**src/rtl/mbgc_pkg.sv**
```systemverilog
// ----------------------------------------------------------------------------
// mbgc_pkg
// Types, constants and codes shared by the magnetometer bias/gain calibration
// core.
// ----------------------------------------------------------------------------
package mbgc_pkg;

	localparam int SAMPLES_PER_BIAS = 10;

	localparam int SAMPLE_W  = 16;
	localparam int SUM_W     = 24;
	localparam int GAIN_W    = 24;
	localparam int REF_W     = 10;
	localparam int CPG_W     = 12;
	localparam int PROD1_W   = CPG_W + REF_W;
	localparam int NUM_SCALE = 2 * SAMPLES_PER_BIAS * 256;
	localparam int NUM_W     = PROD1_W + $clog2(NUM_SCALE + 1);
	localparam int HI_W      = NUM_W - GAIN_W;
	localparam int MPROD_W   = SAMPLE_W + GAIN_W + 1;
	localparam int DIV_CNT_W = $clog2(GAIN_W);

	localparam logic [GAIN_W-1:0]    GAIN_MAX  = '1;
	localparam logic [DIV_CNT_W-1:0] DIV_LAST  = DIV_CNT_W'(GAIN_W - 1);

	localparam int ADDR_W = 5;
	localparam int DATA_W = 32;

	localparam logic [2:0] REG_REF_X    = 3'd0;
	localparam logic [2:0] REG_REF_Y    = 3'd1;
	localparam logic [2:0] REG_REF_Z    = 3'd2;
	localparam logic [2:0] REG_CPG      = 3'd3;
	localparam logic [2:0] REG_OFFSET_X = 3'd4;
	localparam logic [2:0] REG_OFFSET_Y = 3'd5;
	localparam logic [2:0] REG_OFFSET_Z = 3'd6;

	localparam logic [REF_W-1:0]    RST_REF_X    = 10'd297;
	localparam logic [REF_W-1:0]    RST_REF_Y    = 10'd297;
	localparam logic [REF_W-1:0]    RST_REF_Z    = 10'd276;
	localparam logic [CPG_W-1:0]    RST_CPG      = 12'd820;
	localparam logic [SAMPLE_W-1:0] RST_OFFSET_X = 16'hFF31;
	localparam logic [SAMPLE_W-1:0] RST_OFFSET_Y = 16'hFFF4;
	localparam logic [SAMPLE_W-1:0] RST_OFFSET_Z = 16'hFF2F;

	localparam logic [1:0] ACT_POS  = 2'd0;
	localparam logic [1:0] ACT_NEG  = 2'd1;
	localparam logic [1:0] ACT_FIN  = 2'd2;
	localparam logic [1:0] ACT_MEAS = 2'd3;

	localparam logic [1:0] ST_MEAS = 2'd0;
	localparam logic [1:0] ST_ACC  = 2'd1;
	localparam logic [1:0] ST_CAL  = 2'd2;
	localparam logic [1:0] ST_ERR  = 2'd3;

	localparam logic [1:0] AXIS_X = 2'd0;
	localparam logic [1:0] AXIS_Y = 2'd1;
	localparam logic [1:0] AXIS_Z = 2'd2;

	typedef struct packed {
		logic [1:0]                  action;
		logic signed [SAMPLE_W-1:0]  sample_x;
		logic signed [SAMPLE_W-1:0]  sample_y;
		logic signed [SAMPLE_W-1:0]  sample_z;
	} in_t;

	typedef struct packed {
		logic [1:0]                  status;
		logic signed [SAMPLE_W-1:0]  axis_first;
		logic signed [SAMPLE_W-1:0]  axis_second;
		logic signed [SAMPLE_W-1:0]  axis_third;
	} out_t;

	typedef struct packed {
		logic [REF_W-1:0]            ref_x;
		logic [REF_W-1:0]            ref_y;
		logic [REF_W-1:0]            ref_z;
		logic [CPG_W-1:0]            counts_per_gauss;
		logic signed [SAMPLE_W-1:0]  offset_x;
		logic signed [SAMPLE_W-1:0]  offset_y;
		logic signed [SAMPLE_W-1:0]  offset_z;
	} cfg_t;

	typedef struct packed {
		logic       capture;
		logic       acc;
		logic       num;
		logic       scale;
		logic       div_init;
		logic       div_step;
		logic       gain_wr;
		logic       clr_sum;
		logic       mul;
		logic       cor;
		logic       publish;
		logic [1:0] axis;
	} cmd_t;

	typedef struct packed {
		logic [1:0] action;
		logic       div_last;
	} sts_t;

endpackage

```
**src/rtl/mbgc_regs.sv**
```systemverilog
// ----------------------------------------------------------------------------
// mbgc_regs
// APB-style configuration registers: reference fields, counts per gauss and
// per-axis offsets.
// ----------------------------------------------------------------------------
module mbgc_regs (
	input  logic                         clk,
	input  logic                         arst_n,
	input  logic                         psel,
	input  logic                         penable,
	input  logic                         pwrite,
	input  logic [mbgc_pkg::ADDR_W-1:0]  paddr,
	input  logic [mbgc_pkg::DATA_W-1:0]  pwdata,
	output logic [mbgc_pkg::DATA_W-1:0]  prdata,
	output logic                         pready,
	output mbgc_pkg::cfg_t               cfg
);
	import mbgc_pkg::*;

	cfg_t       cfg_q;
	logic [2:0] idx;
	logic       wr_en;

	assign idx    = paddr[ADDR_W-1:2];
	assign wr_en  = psel && penable && pwrite;
	assign pready = 1'b1;
	assign cfg    = cfg_q;

	always_ff @(posedge clk or negedge arst_n) begin
		if (!arst_n) begin
			cfg_q.ref_x            <= RST_REF_X;
			cfg_q.ref_y            <= RST_REF_Y;
			cfg_q.ref_z            <= RST_REF_Z;
			cfg_q.counts_per_gauss <= RST_CPG;
			cfg_q.offset_x         <= RST_OFFSET_X;
			cfg_q.offset_y         <= RST_OFFSET_Y;
			cfg_q.offset_z         <= RST_OFFSET_Z;
		end else if (wr_en) begin
			case (idx)
				REG_REF_X:    cfg_q.ref_x            <= pwdata[REF_W-1:0];
				REG_REF_Y:    cfg_q.ref_y            <= pwdata[REF_W-1:0];
				REG_REF_Z:    cfg_q.ref_z            <= pwdata[REF_W-1:0];
				REG_CPG:      cfg_q.counts_per_gauss <= pwdata[CPG_W-1:0];
				REG_OFFSET_X: cfg_q.offset_x         <= pwdata[SAMPLE_W-1:0];
				REG_OFFSET_Y: cfg_q.offset_y         <= pwdata[SAMPLE_W-1:0];
				REG_OFFSET_Z: cfg_q.offset_z         <= pwdata[SAMPLE_W-1:0];
				default: ;
			endcase
		end
	end

	always_comb begin
		case (idx)
			REG_REF_X:    prdata = DATA_W'(cfg_q.ref_x);
			REG_REF_Y:    prdata = DATA_W'(cfg_q.ref_y);
			REG_REF_Z:    prdata = DATA_W'(cfg_q.ref_z);
			REG_CPG:      prdata = DATA_W'(cfg_q.counts_per_gauss);
			REG_OFFSET_X: prdata = DATA_W'(cfg_q.offset_x);
			REG_OFFSET_Y: prdata = DATA_W'(cfg_q.offset_y);
			REG_OFFSET_Z: prdata = DATA_W'(cfg_q.offset_z);
			default:      prdata = '0;
		endcase
	end

endmodule

```
**src/rtl/mbgc_dp.sv**
```systemverilog
// ----------------------------------------------------------------------------
// mbgc_dp
// Datapath: bias sums, gains, numerator multiplier, serial restoring divider,
// measurement multiplier with offset correction, and the output register.
// ----------------------------------------------------------------------------
module mbgc_dp (
	input  logic             clk,
	input  logic             arst_n,
	input  mbgc_pkg::in_t    in_data,
	input  mbgc_pkg::cfg_t   cfg,
	input  mbgc_pkg::cmd_t   cmd,
	output mbgc_pkg::sts_t   sts,
	output mbgc_pkg::out_t   out_data
);
	import mbgc_pkg::*;

	in_t                       in_q;
	logic signed [SUM_W-1:0]   sum_q [3];
	logic [GAIN_W-1:0]         gain_q [3];
	logic signed [SAMPLE_W-1:0] res_q [3];
	logic [PROD1_W-1:0]        prod1_q;
	logic [NUM_W-1:0]          num_q;
	logic [GAIN_W-1:0]         mag_q;
	logic [GAIN_W-1:0]         rem_q;
	logic [GAIN_W-1:0]         quo_q;
	logic [DIV_CNT_W-1:0]      div_cnt_q;
	logic                      sat_q;
	logic                      zero_q;
	logic signed [MPROD_W-1:0] prod_q;
	out_t                      out_q;

	logic signed [SUM_W-1:0]    sum_next [3];
	logic signed [SAMPLE_W-1:0] samp_lane [3];
	logic signed [SUM_W:0]      acc_t [3];
	logic signed [SUM_W-1:0]    sum_sel;
	logic [REF_W-1:0]           ref_sel;
	logic signed [SAMPLE_W-1:0] samp_sel;
	logic [GAIN_W-1:0]          gain_sel;
	logic signed [SAMPLE_W-1:0] off_sel;
	logic [GAIN_W-1:0]          mag_next;
	logic [GAIN_W-1:0]          num_hi;
	logic [GAIN_W:0]            div_t;
	logic                       div_ge;
	logic [MPROD_W-17:0]        q_trunc;
	logic signed [MPROD_W-15:0] d_cor;
	logic signed [SAMPLE_W-1:0] cor_val;
	logic [1:0]                 res_status;

	assign samp_lane[0] = in_q.sample_x;
	assign samp_lane[1] = in_q.sample_y;
	assign samp_lane[2] = in_q.sample_z;

	always_comb begin
		for (int i = 0; i < 3; i++) begin
			if (in_q.action == ACT_POS)
				acc_t[i] = (SUM_W+1)'(sum_q[i]) + (SUM_W+1)'(samp_lane[i]);
			else
				acc_t[i] = (SUM_W+1)'(sum_q[i]) - (SUM_W+1)'(samp_lane[i]);
			if (acc_t[i] > (SUM_W+1)'(signed'({2'b00, {(SUM_W-1){1'b1}}})))
				sum_next[i] = {1'b0, {(SUM_W-1){1'b1}}};
			else if (acc_t[i] < (SUM_W+1)'(signed'({2'b11, {(SUM_W-1){1'b0}}})))
				sum_next[i] = {1'b1, {(SUM_W-1){1'b0}}};
			else
				sum_next[i] = acc_t[i][SUM_W-1:0];
		end
	end

	always_comb begin
		case (cmd.axis)
			AXIS_Y: begin
				sum_sel  = sum_q[1];
				ref_sel  = cfg.ref_y;
				samp_sel = in_q.sample_y;
				gain_sel = gain_q[1];
				off_sel  = cfg.offset_y;
			end
			AXIS_Z: begin
				sum_sel  = sum_q[2];
				ref_sel  = cfg.ref_z;
				samp_sel = in_q.sample_z;
				gain_sel = gain_q[2];
				off_sel  = cfg.offset_z;
			end
			default: begin
				sum_sel  = sum_q[0];
				ref_sel  = cfg.ref_x;
				samp_sel = in_q.sample_x;
				gain_sel = gain_q[0];
				off_sel  = cfg.offset_x;
			end
		endcase
	end

	assign mag_next = sum_sel[SUM_W-1] ? GAIN_W'(-sum_sel) : GAIN_W'(sum_sel);
	assign num_hi   = GAIN_W'(num_q[NUM_W-1:GAIN_W]);
	assign div_t    = {rem_q, quo_q[GAIN_W-1]};
	assign div_ge   = div_t >= {1'b0, mag_q};

	assign q_trunc = prod_q[MPROD_W-1:16]
		+ (MPROD_W-16)'(prod_q[MPROD_W-1] && (prod_q[15:0] != 16'd0));
	assign d_cor   = signed'({q_trunc[MPROD_W-17], q_trunc})
		- signed'((MPROD_W-14)'(off_sel));

	always_comb begin
		if (d_cor > (MPROD_W-14)'(signed'(17'sd32767)))
			cor_val = 16'sh7FFF;
		else if (d_cor < (MPROD_W-14)'(signed'(-17'sd32768)))
			cor_val = 16'sh8000;
		else
			cor_val = d_cor[SAMPLE_W-1:0];
	end

	always_comb begin
		case (in_q.action)
			ACT_POS, ACT_NEG: res_status = ST_ACC;
			ACT_FIN:          res_status = zero_q ? ST_ERR : ST_CAL;
			ACT_MEAS:         res_status = ST_MEAS;
			default:          res_status = ST_MEAS;
		endcase
	end

	always_ff @(posedge clk or negedge arst_n) begin
		if (!arst_n) begin
			for (int i = 0; i < 3; i++) begin
				sum_q[i]  <= '0;
				gain_q[i] <= '0;
			end
			div_cnt_q <= '0;
		end else begin
			if (cmd.clr_sum) begin
				for (int i = 0; i < 3; i++)
					sum_q[i] <= '0;
			end else if (cmd.acc) begin
				for (int i = 0; i < 3; i++)
					sum_q[i] <= sum_next[i];
			end
			if (cmd.gain_wr) begin
				case (cmd.axis)
					AXIS_Y:  gain_q[1] <= sat_q ? GAIN_MAX : quo_q;
					AXIS_Z:  gain_q[2] <= sat_q ? GAIN_MAX : quo_q;
					default: gain_q[0] <= sat_q ? GAIN_MAX : quo_q;
				endcase
			end
			if (cmd.div_init)
				div_cnt_q <= DIV_LAST;
			else if (cmd.div_step)
				div_cnt_q <= div_cnt_q - 1'b1;
		end
	end

	always_ff @(posedge clk) begin
		if (cmd.capture) begin
			in_q   <= in_data;
			zero_q <= 1'b0;
			for (int i = 0; i < 3; i++)
				res_q[i] <= '0;
		end
		if (cmd.num)
			prod1_q <= cfg.counts_per_gauss * ref_sel;
		if (cmd.scale) begin
			num_q <= NUM_W'(prod1_q) * NUM_W'(NUM_SCALE);
			mag_q <= mag_next;
		end
		if (cmd.div_init) begin
			rem_q <= num_hi;
			quo_q <= num_q[GAIN_W-1:0];
			sat_q <= (mag_q == '0) || (num_hi >= mag_q);
			if (mag_q == '0)
				zero_q <= 1'b1;
		end else if (cmd.div_step) begin
			rem_q <= div_ge ? GAIN_W'(div_t - {1'b0, mag_q}) : div_t[GAIN_W-1:0];
			quo_q <= {quo_q[GAIN_W-2:0], div_ge};
		end
		if (cmd.mul)
			prod_q <= samp_sel * signed'({1'b0, gain_sel});
		if (cmd.cor) begin
			case (cmd.axis)
				AXIS_Y:  res_q[1] <= cor_val;
				AXIS_Z:  res_q[2] <= cor_val;
				default: res_q[0] <= cor_val;
			endcase
		end
		if (cmd.publish) begin
			out_q.status      <= res_status;
			out_q.axis_first  <= res_q[0];
			out_q.axis_second <= res_q[2];
			out_q.axis_third  <= res_q[1];
		end
	end

	assign sts.action   = in_q.action;
	assign sts.div_last = (div_cnt_q == '0);
	assign out_data     = out_q;

	a_div_rem_bound: assert property (@(posedge clk) disable iff (!arst_n)
		(cmd.div_step && !sat_q) |-> (rem_q < mag_q))
		else $error("divider remainder reached divisor");

	a_sum_cleared: assert property (@(posedge clk) disable iff (!arst_n)
		cmd.clr_sum |=> (sum_q[0] == '0 && sum_q[1] == '0 && sum_q[2] == '0))
		else $error("bias sums not cleared after finish");

	a_zero_sum_flag: assert property (@(posedge clk) disable iff (!arst_n)
		(cmd.div_init && mag_q == '0) |=> (zero_q && sat_q))
		else $error("zero sum not flagged");

endmodule

```
**src/rtl/mbgc_ctrl.sv**
```systemverilog
// ----------------------------------------------------------------------------
// mbgc_ctrl
// Controller: input and output handshakes and the sequence of datapath
// commands for accumulate, finish and measure transactions.
// ----------------------------------------------------------------------------
module mbgc_ctrl (
	input  logic             clk,
	input  logic             arst_n,
	input  logic             in_valid,
	output logic             in_stall,
	output logic             out_valid,
	input  logic             out_stall,
	input  mbgc_pkg::sts_t   sts,
	output mbgc_pkg::cmd_t   cmd
);
	import mbgc_pkg::*;

	localparam logic [3:0] S_IDLE  = 4'd0;
	localparam logic [3:0] S_DISP  = 4'd1;
	localparam logic [3:0] S_ACC   = 4'd2;
	localparam logic [3:0] S_NUM   = 4'd3;
	localparam logic [3:0] S_SCALE = 4'd4;
	localparam logic [3:0] S_DINIT = 4'd5;
	localparam logic [3:0] S_DIV   = 4'd6;
	localparam logic [3:0] S_GAIN  = 4'd7;
	localparam logic [3:0] S_MUL   = 4'd8;
	localparam logic [3:0] S_COR   = 4'd9;
	localparam logic [3:0] S_FIN   = 4'd10;

	logic [3:0] state_q, state_d;
	logic [1:0] axis_q, axis_d;
	logic       out_valid_q;
	logic       out_free;

	assign out_free  = !out_valid_q || !out_stall;
	assign in_stall  = (state_q != S_IDLE);
	assign out_valid = out_valid_q;

	always_comb begin
		cmd      = '0;
		cmd.axis = axis_q;
		state_d  = state_q;
		axis_d   = axis_q;
		case (state_q)
			S_IDLE: begin
				if (in_valid) begin
					cmd.capture = 1'b1;
					state_d     = S_DISP;
				end
			end
			S_DISP: begin
				axis_d = AXIS_X;
				case (sts.action)
					ACT_POS, ACT_NEG: state_d = S_ACC;
					ACT_FIN:          state_d = S_NUM;
					default:          state_d = S_MUL;
				endcase
			end
			S_ACC: begin
				cmd.acc = 1'b1;
				state_d = S_FIN;
			end
			S_NUM: begin
				cmd.num = 1'b1;
				state_d = S_SCALE;
			end
			S_SCALE: begin
				cmd.scale = 1'b1;
				state_d   = S_DINIT;
			end
			S_DINIT: begin
				cmd.div_init = 1'b1;
				state_d      = S_DIV;
			end
			S_DIV: begin
				cmd.div_step = 1'b1;
				if (sts.div_last)
					state_d = S_GAIN;
			end
			S_GAIN: begin
				cmd.gain_wr = 1'b1;
				if (axis_q == AXIS_Z) begin
					cmd.clr_sum = 1'b1;
					state_d     = S_FIN;
				end else begin
					axis_d  = axis_q + 1'b1;
					state_d = S_NUM;
				end
			end
			S_MUL: begin
				cmd.mul = 1'b1;
				state_d = S_COR;
			end
			S_COR: begin
				cmd.cor = 1'b1;
				if (axis_q == AXIS_Z) begin
					state_d = S_FIN;
				end else begin
					axis_d  = axis_q + 1'b1;
					state_d = S_MUL;
				end
			end
			S_FIN: begin
				if (out_free) begin
					cmd.publish = 1'b1;
					state_d     = S_IDLE;
				end
			end
			default: state_d = S_IDLE;
		endcase
	end

	always_ff @(posedge clk or negedge arst_n) begin
		if (!arst_n) begin
			state_q     <= S_IDLE;
			axis_q      <= AXIS_X;
			out_valid_q <= 1'b0;
		end else begin
			state_q <= state_d;
			axis_q  <= axis_d;
			if (cmd.publish)
				out_valid_q <= 1'b1;
			else if (!out_stall)
				out_valid_q <= 1'b0;
		end
	end

	a_accept_dispatch: assert property (@(posedge clk) disable iff (!arst_n)
		(in_valid && !in_stall) |=> (state_q == S_DISP))
		else $error("accepted transaction not dispatched");

	a_div_holds: assert property (@(posedge clk) disable iff (!arst_n)
		(state_q == S_DIV && !sts.div_last) |=> (state_q == S_DIV))
		else $error("divider left before last step");

	a_last_gain: assert property (@(posedge clk) disable iff (!arst_n)
		(state_q == S_GAIN && axis_q == AXIS_Z) |=> (state_q == S_FIN))
		else $error("finish did not complete after last axis");

	a_publish_free: assert property (@(posedge clk) disable iff (!arst_n)
		cmd.publish |-> out_free)
		else $error("result overwritten before it was taken");

endmodule

```
**src/rtl/magnetometer_bias_gain_calibrate_core.sv**
```systemverilog
// ----------------------------------------------------------------------------
// magnetometer_bias_gain_calibrate_core
// Self-test bias/gain calibration and measurement correction for a three-axis
// magnetometer. One transaction in gives one result out. Bias-sample
// transactions accumulate the samples into the bias sums, measurements make
// one shared multiply and correct pass per axis, and a finish transaction
// forms each of the three gains with a 24-step restoring divider that
// produces one quotient bit per cycle, after numerator setup and before a
// gain write-back per axis. A new transaction is taken only after the
// previous one has been worked through; a finished result waits in the output
// register without holding up the input.
// ----------------------------------------------------------------------------
module magnetometer_bias_gain_calibrate_core (
	input  logic                         clk,
	input  logic                         arst_n,
	input  logic                         in_valid,
	output logic                         in_stall,
	input  mbgc_pkg::in_t                in_data,
	output logic                         out_valid,
	input  logic                         out_stall,
	output mbgc_pkg::out_t               out_data,
	input  logic                         psel,
	input  logic                         penable,
	input  logic                         pwrite,
	input  logic [mbgc_pkg::ADDR_W-1:0]  paddr,
	input  logic [mbgc_pkg::DATA_W-1:0]  pwdata,
	output logic [mbgc_pkg::DATA_W-1:0]  prdata,
	output logic                         pready
);
	import mbgc_pkg::*;

	cfg_t cfg;
	cmd_t cmd;
	sts_t sts;

	mbgc_regs u_regs (
		.clk     (clk),
		.arst_n  (arst_n),
		.psel    (psel),
		.penable (penable),
		.pwrite  (pwrite),
		.paddr   (paddr),
		.pwdata  (pwdata),
		.prdata  (prdata),
		.pready  (pready),
		.cfg     (cfg)
	);

	mbgc_ctrl u_ctrl (
		.clk       (clk),
		.arst_n    (arst_n),
		.in_valid  (in_valid),
		.in_stall  (in_stall),
		.out_valid (out_valid),
		.out_stall (out_stall),
		.sts       (sts),
		.cmd       (cmd)
	);

	mbgc_dp u_dp (
		.clk      (clk),
		.arst_n   (arst_n),
		.in_data  (in_data),
		.cfg      (cfg),
		.cmd      (cmd),
		.sts      (sts),
		.out_data (out_data)
	);

endmodule
```
**config.mk**
```make
export PLATFORM = sky130hd
export DESIGN_NAME = magnetometer_bias_gain_calibrate_core
export DESIGN_NICKNAME = d
export VERILOG_FILES = /design/src/rtl/mbgc_pkg.sv /design/src/rtl/mbgc_regs.sv /design/src/rtl/mbgc_dp.sv /design/src/rtl/mbgc_ctrl.sv /design/src/rtl/magnetometer_bias_gain_calibrate_core.sv
export SDC_FILE = /design/constraint.sdc
export NUM_CORES = 2
export LEC_CHECK = 0
export ABC_AREA = 1
export BUFFER_PORTS_ARGS = -buffer_cell sky130_fd_sc_hd__buf_4
export CORE_ASPECT_RATIO = 1.25
export CORE_UTILIZATION = 52
export DETAILED_ROUTE_END_ITERATION = 10
export GPL_ROUTABILITY_DRIVEN = 1
export PLACE_DENSITY = 0.8
export SETUP_SLACK_MARGIN = 0.02
export SYNTH_ARGS = -nofsm -noshare
export SYNTH_HDL_FRONTEND = slang
export SYNTH_SLANG_ARGS = --single-unit
```
**constraint.sdc**
```tcl
create_clock -name clk -period 8.7 [get_ports clk]
set_input_delay 1.305 -clock clk [delete_from_list [all_inputs] [get_ports clk]]
set_output_delay 1.305 -clock clk [all_outputs]
set_load 0.02 [all_outputs]
```
After elaboration in Yosys (flattened, before gate mapping)
Memory sizes are Yosys's and may differ from the RTL's. A register that Yosys moved wholly into a read port is not among the register bits.
Cells that the tools add are included.
Operators by class
  add/subtract/negate cells: 12
  multipliers: 3
  $lt $le $gt $ge: 10
  eq/ne operators: 26
  muxes and demuxes: 70
  bitwise operators: 4
  reduce and logical (&&, ||, !) cells: 32
Operator list (count)
  24-bit two-way mux: 10
  32-bit one-hot mux with 7 select lines: 1
  72-bit two-way mux: 2
  24-bit one-hot mux with 2 select lines: 2
  16-bit two-way mux: 5
  24-bit by 16-bit adder with 25-bit output: 3
  25-bit by 24-bit greater-than comparator with 1-bit output, second input constant: 3
  25-bit by 24-bit < comparator with 1-bit output, second input constant: 3
  25-bit two-way mux: 3
  24-bit by 16-bit subtractor with 25-bit output: 3
  16-bit one-hot mux with 2 select lines: 2
  4-bit one-hot mux with 11 select lines: 1
  16-bit by 25-bit multiplier with 41-bit output: 1
  1-bit two-way mux: 28
  27-bit by 16-bit greater-than comparator with 1-bit output, second input constant: 1
  27-bit by 16-bit < comparator with 1-bit output, second input constant: 1
  25-bit by 16-bit subtractor with 26-bit output: 1
  25-bit by 1-bit adder with 25-bit output: 1
  25-bit by 24-bit >= comparator with 1-bit output: 1
  22-bit by 3-bit multiplier with 25-bit output, second input constant: 1
  11-bit by 24-bit >= comparator with 1-bit output: 1
  24-bit logical NOT: 1
  24-bit negation: 1
  24-bit subtractor: 1
  38 further kinds: 80
Storage, ports and cells
  flip-flop bits (word level): 460
  memory bits (writable): 48
  input port bits: 94
  output and inout bits: 85
  logic and storage cells: 191
  memories: 1
Memory list
  u_dp.res_q: words 3, width 16, rd ports 3, clocked after Yosys merged registers in 3, write ports 3, RTL line mbgc_dp.sv:20  | logic signed [SAMPLE_W-1:0] res_q [3];

Depth between registers and ports, before layout
  depth after elaboration: 8
  depth in mapped cells: 35
  gate-level depth less buffers: 31

By module
Synthesis repeated with hierarchy kept, for this count alone.
Unflattened totals
  cell total of the unflattened synthesis: 6204
  area, all modules: 50817.5 sq um
Modules (own cells, without submodules)
  mbgc_dp: instances 1, cells an instance 5519, area each 45567.5 sq um, seq. area each 12897.4 sq um
  mbgc_regs: instances 1, cells an instance 596, area each 4715.8 sq um, seq. area each 2318.5 sq um
  mbgc_ctrl: instances 1, cells an instance 89, area each 534.3 sq um, seq. area each 175.2 sq um

Least setup slack after synthesis
Ideal clock, no wire load.
  kind: flip-flop to flip-flop
  from: register u_ctrl.axis_q[0]
  to: register u_dp.prod_q[32], data pin
  library setup time: 0.261 ns
  data arrival time: 6.683 ns
  data required time: 8.439 ns
  slack: 1.756 ns
  stages on the path, launching flop included: 31
  buffers on the path: 5
  clock period less this slack: 6.944 ns
  cells stage by stage: dfrtp_1 -> inv_1 -> ha_1 -> buf_6 -> inv_6 -> buf_6 -> buf_6 -> buf_2 -> o221ai_1 -> o21ai_1 -> buf_2 -> nor2_1 -> fa_1 -> inv_1 -> fa_1 -> fa_1 -> fa_1 -> inv_1 -> fa_1 -> inv_1 -> fa_1 -> inv_1 -> ha_1 -> a21o_1 -> a31oi_1 -> nand3_1 -> a21oi_1 -> o21ai_0 -> nand3_1 -> nand2_1 -> xor2_1
On the way
  word-level cells in the longest chain between the ends: 3
  elaborated cells on any way between the ends: 5
  those cells by class: mul (1); eq/ne (2); mux (2)
RTL lines
  start, declared: RTL line mbgc_ctrl.sv:31  | logic [1:0] axis_q, axis_d;
  start signal, assigned: RTL line mbgc_ctrl.sv:120  | axis_q <= axis_d;
  2-bit == test or 2-bit by 1-bit == test with 1-bit output (tied branches): RTL line mbgc_dp.sv:69  | case (cmd.axis)
  16-bit one-hot mux with 2 select lines or 24-bit one-hot mux with 2 select lines (tied branches): RTL line mbgc_dp.sv:69
  16-bit by 25-bit multiplier with 41-bit output (*): RTL line mbgc_dp.sv:175  | prod_q <= samp_sel * signed'({1'b0, gain_sel});
  end signal, assigned: RTL line mbgc_dp.sv:175
  end, declared: RTL line mbgc_dp.sv:29  | logic signed [MPROD_W-1:0] prod_q;
Every way passes the cells marked *; elsewhere a longest branch is shown, timed or not.
A chain may end at the register's enable or synchronous reset.

Worst setup path in the final report
Same ends and word-level chain as after synthesis.

==> qor.yml <==
tns_ps: 0
drtAntennaViolNets: 0
rows: 127
finClkSkew_ps: 48.8
crit_type: "flip-flop to flip-flop"
synth_edf_count: 296
clk_latency_ps: 670
vias: 41900
synth.avg_cell_area_um2: 8.36
die_area_mm2: 0.0979
finalHoldViolCount: 0
vias_per_cell: 5.61
yosysUniqueCellTypes: 74
slew_headroom_pct: 16.5
syn_inst: 6012
fin_nets: 6981
htree_levels: 2
syn_nets: 6873
startpoint_type: "flip-flop"
grtUsageTotal_pct: 29.5
cts_made_buffers: 56
io_buffers: 159
post-dp-hpwl_mm: 113
worstReg2RegStart: "u_ctrl.axis_q[0]"
worstPathMaxFanout: 32
yosysWarnings: 0
start_util_pct: 52.5
dieWidth_um: 280
worst_slack_ps: 548
r2r-end: "u_dp.prod_q[32]"
grt_pass1_vias: 42400
max_freq_ghz: 0.123
final_cell_mix: "nand2_1, inv_1, nor2_1, fa_1, ha_1"
die_y_um: 350
fin_util_pct: 57.0
drv_cap: 0
final.min_clock_period_ps: 8150
crit_path_end_kind: "flip-flop"
syn_to_final_growth_pct: 8.72
syn_area_mm2: 0.0503
ys.flop_type: "edfxtp_1"
coreArea_mm2: 0.0958
slew_viol_final: 0
outcome: "complete, no violations"
reg2reg_depth: 29
reg2reg_slack_ps: 550
setup_viol: 0
wire_per_inst_um: 19.2
drc: 0
cpPeakStageDelay_ps: 560
final_common_cell: "nand2_1"
cpMostUsedCell: "inv_1"
crit_end: "u_dp.prod_q[32]"
worstMarginPinSlew_ps: 1240
drt_iter0_markers: 3748
path_clk_slew_ps: 70
grt_remaining_overflow: 0
crit_start: "u_ctrl.axis_q[0]"
drive_gt1_share_pct: 9.28
clockRootBuffer: "clkbuf_16"
pin_count: 179
final_cells: 7457
rsz0062_at_grt: "no"
antenna_found_initial: 4
drtPass1Iterations: 6
dp_slack_ps: 711
postCtsHoldBufs: 0
post-place-cells: 7352
wl_mm: 143
hold_path_class: "flip-flop to flip-flop"
clk_path_buf_depth: 3
async_flop_share_pct: 44.2
cts_tree: "done"
synth-seq-cells: 556
slowest_stage: "fa_1"
fin_crit_sh_pct: 93.7
place_congestion: 0.984
grt_max_degree: 154
required_ps: 9120
seq_area_frac_synth_pct: 30.6
post_cts_resize_count: 0
fillers: 8489
grt_pass1_wl_mm: 226
cts_setup_buffers: 0
cts_sinks: 556
cp.arrival_ps: 8570
[critical path, delay by kind of cell (launching register included)]
| kind | cells | cell delay, ps |
|---|---|---|
| compound gates | 6 | 1480 |
| xor+xnor | 1 | 150 |
| fa+ha+maj | 8 | 3930 |
| buf+inv | 11 | 1590 |
| flops | 1 | 390 |
| simple gates | 3 | 340 |
[Yosys cell counts, types with 22 or more instances]
master | n | area [um^2]
a21o_1 | 32 | 240
a21oi_1 | 233 | 1170
a31oi_1 | 26 | 163
buf_2 | 48 | 240
buf_4 | 22 | 165
clkbuf_1 | 84 | 315
dfrtp_1 | 193 | 4830
dfstp_2 | 53 | 1390
edfxtp_1 | 296 | 8890
fa_1 | 390 | 7810
ha_1 | 377 | 4720
inv_1 | 1034 | 3880
mux2_2 | 27 | 304
nand2_1 | 1301 | 4880
nand3_1 | 253 | 1270
nand3_2 | 34 | 340
nand4_1 | 51 | 319
nor2_1 | 518 | 1940
nor3_1 | 53 | 265
o211ai_1 | 25 | 188
o21ai_0 | 349 | 1750
o21ai_2 | 36 | 315
o221ai_1 | 56 | 490
o22ai_1 | 24 | 150
xnor2_1 | 68 | 596
xor2_1 | 175 | 1530
[flip-flops by register name, indices dropped and copies added, names as in the netlist]
signal / cells
u_ctrl.state_q: 4
u_dp.sum_q: 72
out_data: 48
u_dp.in_q: 48
u_dp.prod1_q: 22
u_dp.gain_q: 72
u_dp.quo_q: 24
u_ctrl.out_valid: 1
u_dp.zero_q: 1
u_dp.out_data: 2
u_regs.cfg: 90
u_dp.rem_q: 24
u_dp.prod_q: 41
u_dp.div_cnt_q: 5
u_dp.mag_q: 24
u_ctrl.axis_q: 2
u_dp.sat_q: 1
u_dp.res_q: 48
u_dp.sts: 2
u_dp.num_q: 25
[layer usage]
| layer | share of wire (%) | wire [um] | track usage [%] |
|---|---|---|---|
| met1 | 39 | 55900 | 37.0 |
| met2 | 48 | 69200 | 50.4 |
| met3 | 7.2 | 10400 | 3.77 |
| met4 | 5.2 | 7390 | 14.1 |
| met5 | 0.021 | 30 | 0 |
[per-stage QoR]
stage                     hold WS, ps  instance area, um^2
after global placement            401                52800
after CTS                         418                54600
final                             416                54600
after detailed placement          405                52800
after floorplan                   400                50300
after global routing              422                54600
[kinds of logic (layout without fill, tap and decap cells)]
family / after synthesis / in the layout / share of synthesized area, %
muxes: 27 / 27 / 0.605
adders and majority gates: 767 / 767 / 24.9
and+or+nand+nor: 2285 / 2285 / 19.1
DFF: 556 / 556 / 30.6
buffers and inverters: 1249 / 1403 / 9.81
xor gates and xnor gates: 252 / 252 / 4.59
other: 1 / 2 / 0.00746
AOI/OAI and AO/OA: 875 / 875 / 10.4
[how the worst min path moves through the flow]
stage                           start            to  slack [ps]  depth (start not counted)
global placement    u_dp.res_q[0][29]  out_data[13]         400                          0
floorplan           u_dp.res_q[0][16]   out_data[0]         400                          0
detailed placement  u_dp.res_q[0][36]  out_data[20]         400                          0
global route        u_dp.res_q[0][21]   out_data[5]         420                          0
finish              u_dp.res_q[0][36]  out_data[20]         420                          0
CTS                  u_dp.res_q[0][7]  out_data[39]         420                          0
[final cells by class]
| class | instances | area [um^2] | share of cell area (%) |
|---|---|---|---|
| Timing Repair Buffer | 226 | 1720 | 3.14 |
| Antenna cell | 1 | 2.50 | 0.00458 |
| Clock inverter | 34 | 374 | 0.685 |
| Sequential cell | 556 | 15400 | 28.2 |
| Clock buffer | 70 | 1500 | 2.74 |
| Tap cell | 1290 | 1610 | 2.95 |
| Multi-Input combinational cell | 4207 | 30000 | 54.9 |
| Inverter | 1073 | 4030 | 7.38 |
Power is left out: the tool's default activity adds up to more than one toggle a clock period on the data nets, which glitch-free logic cannot reach.
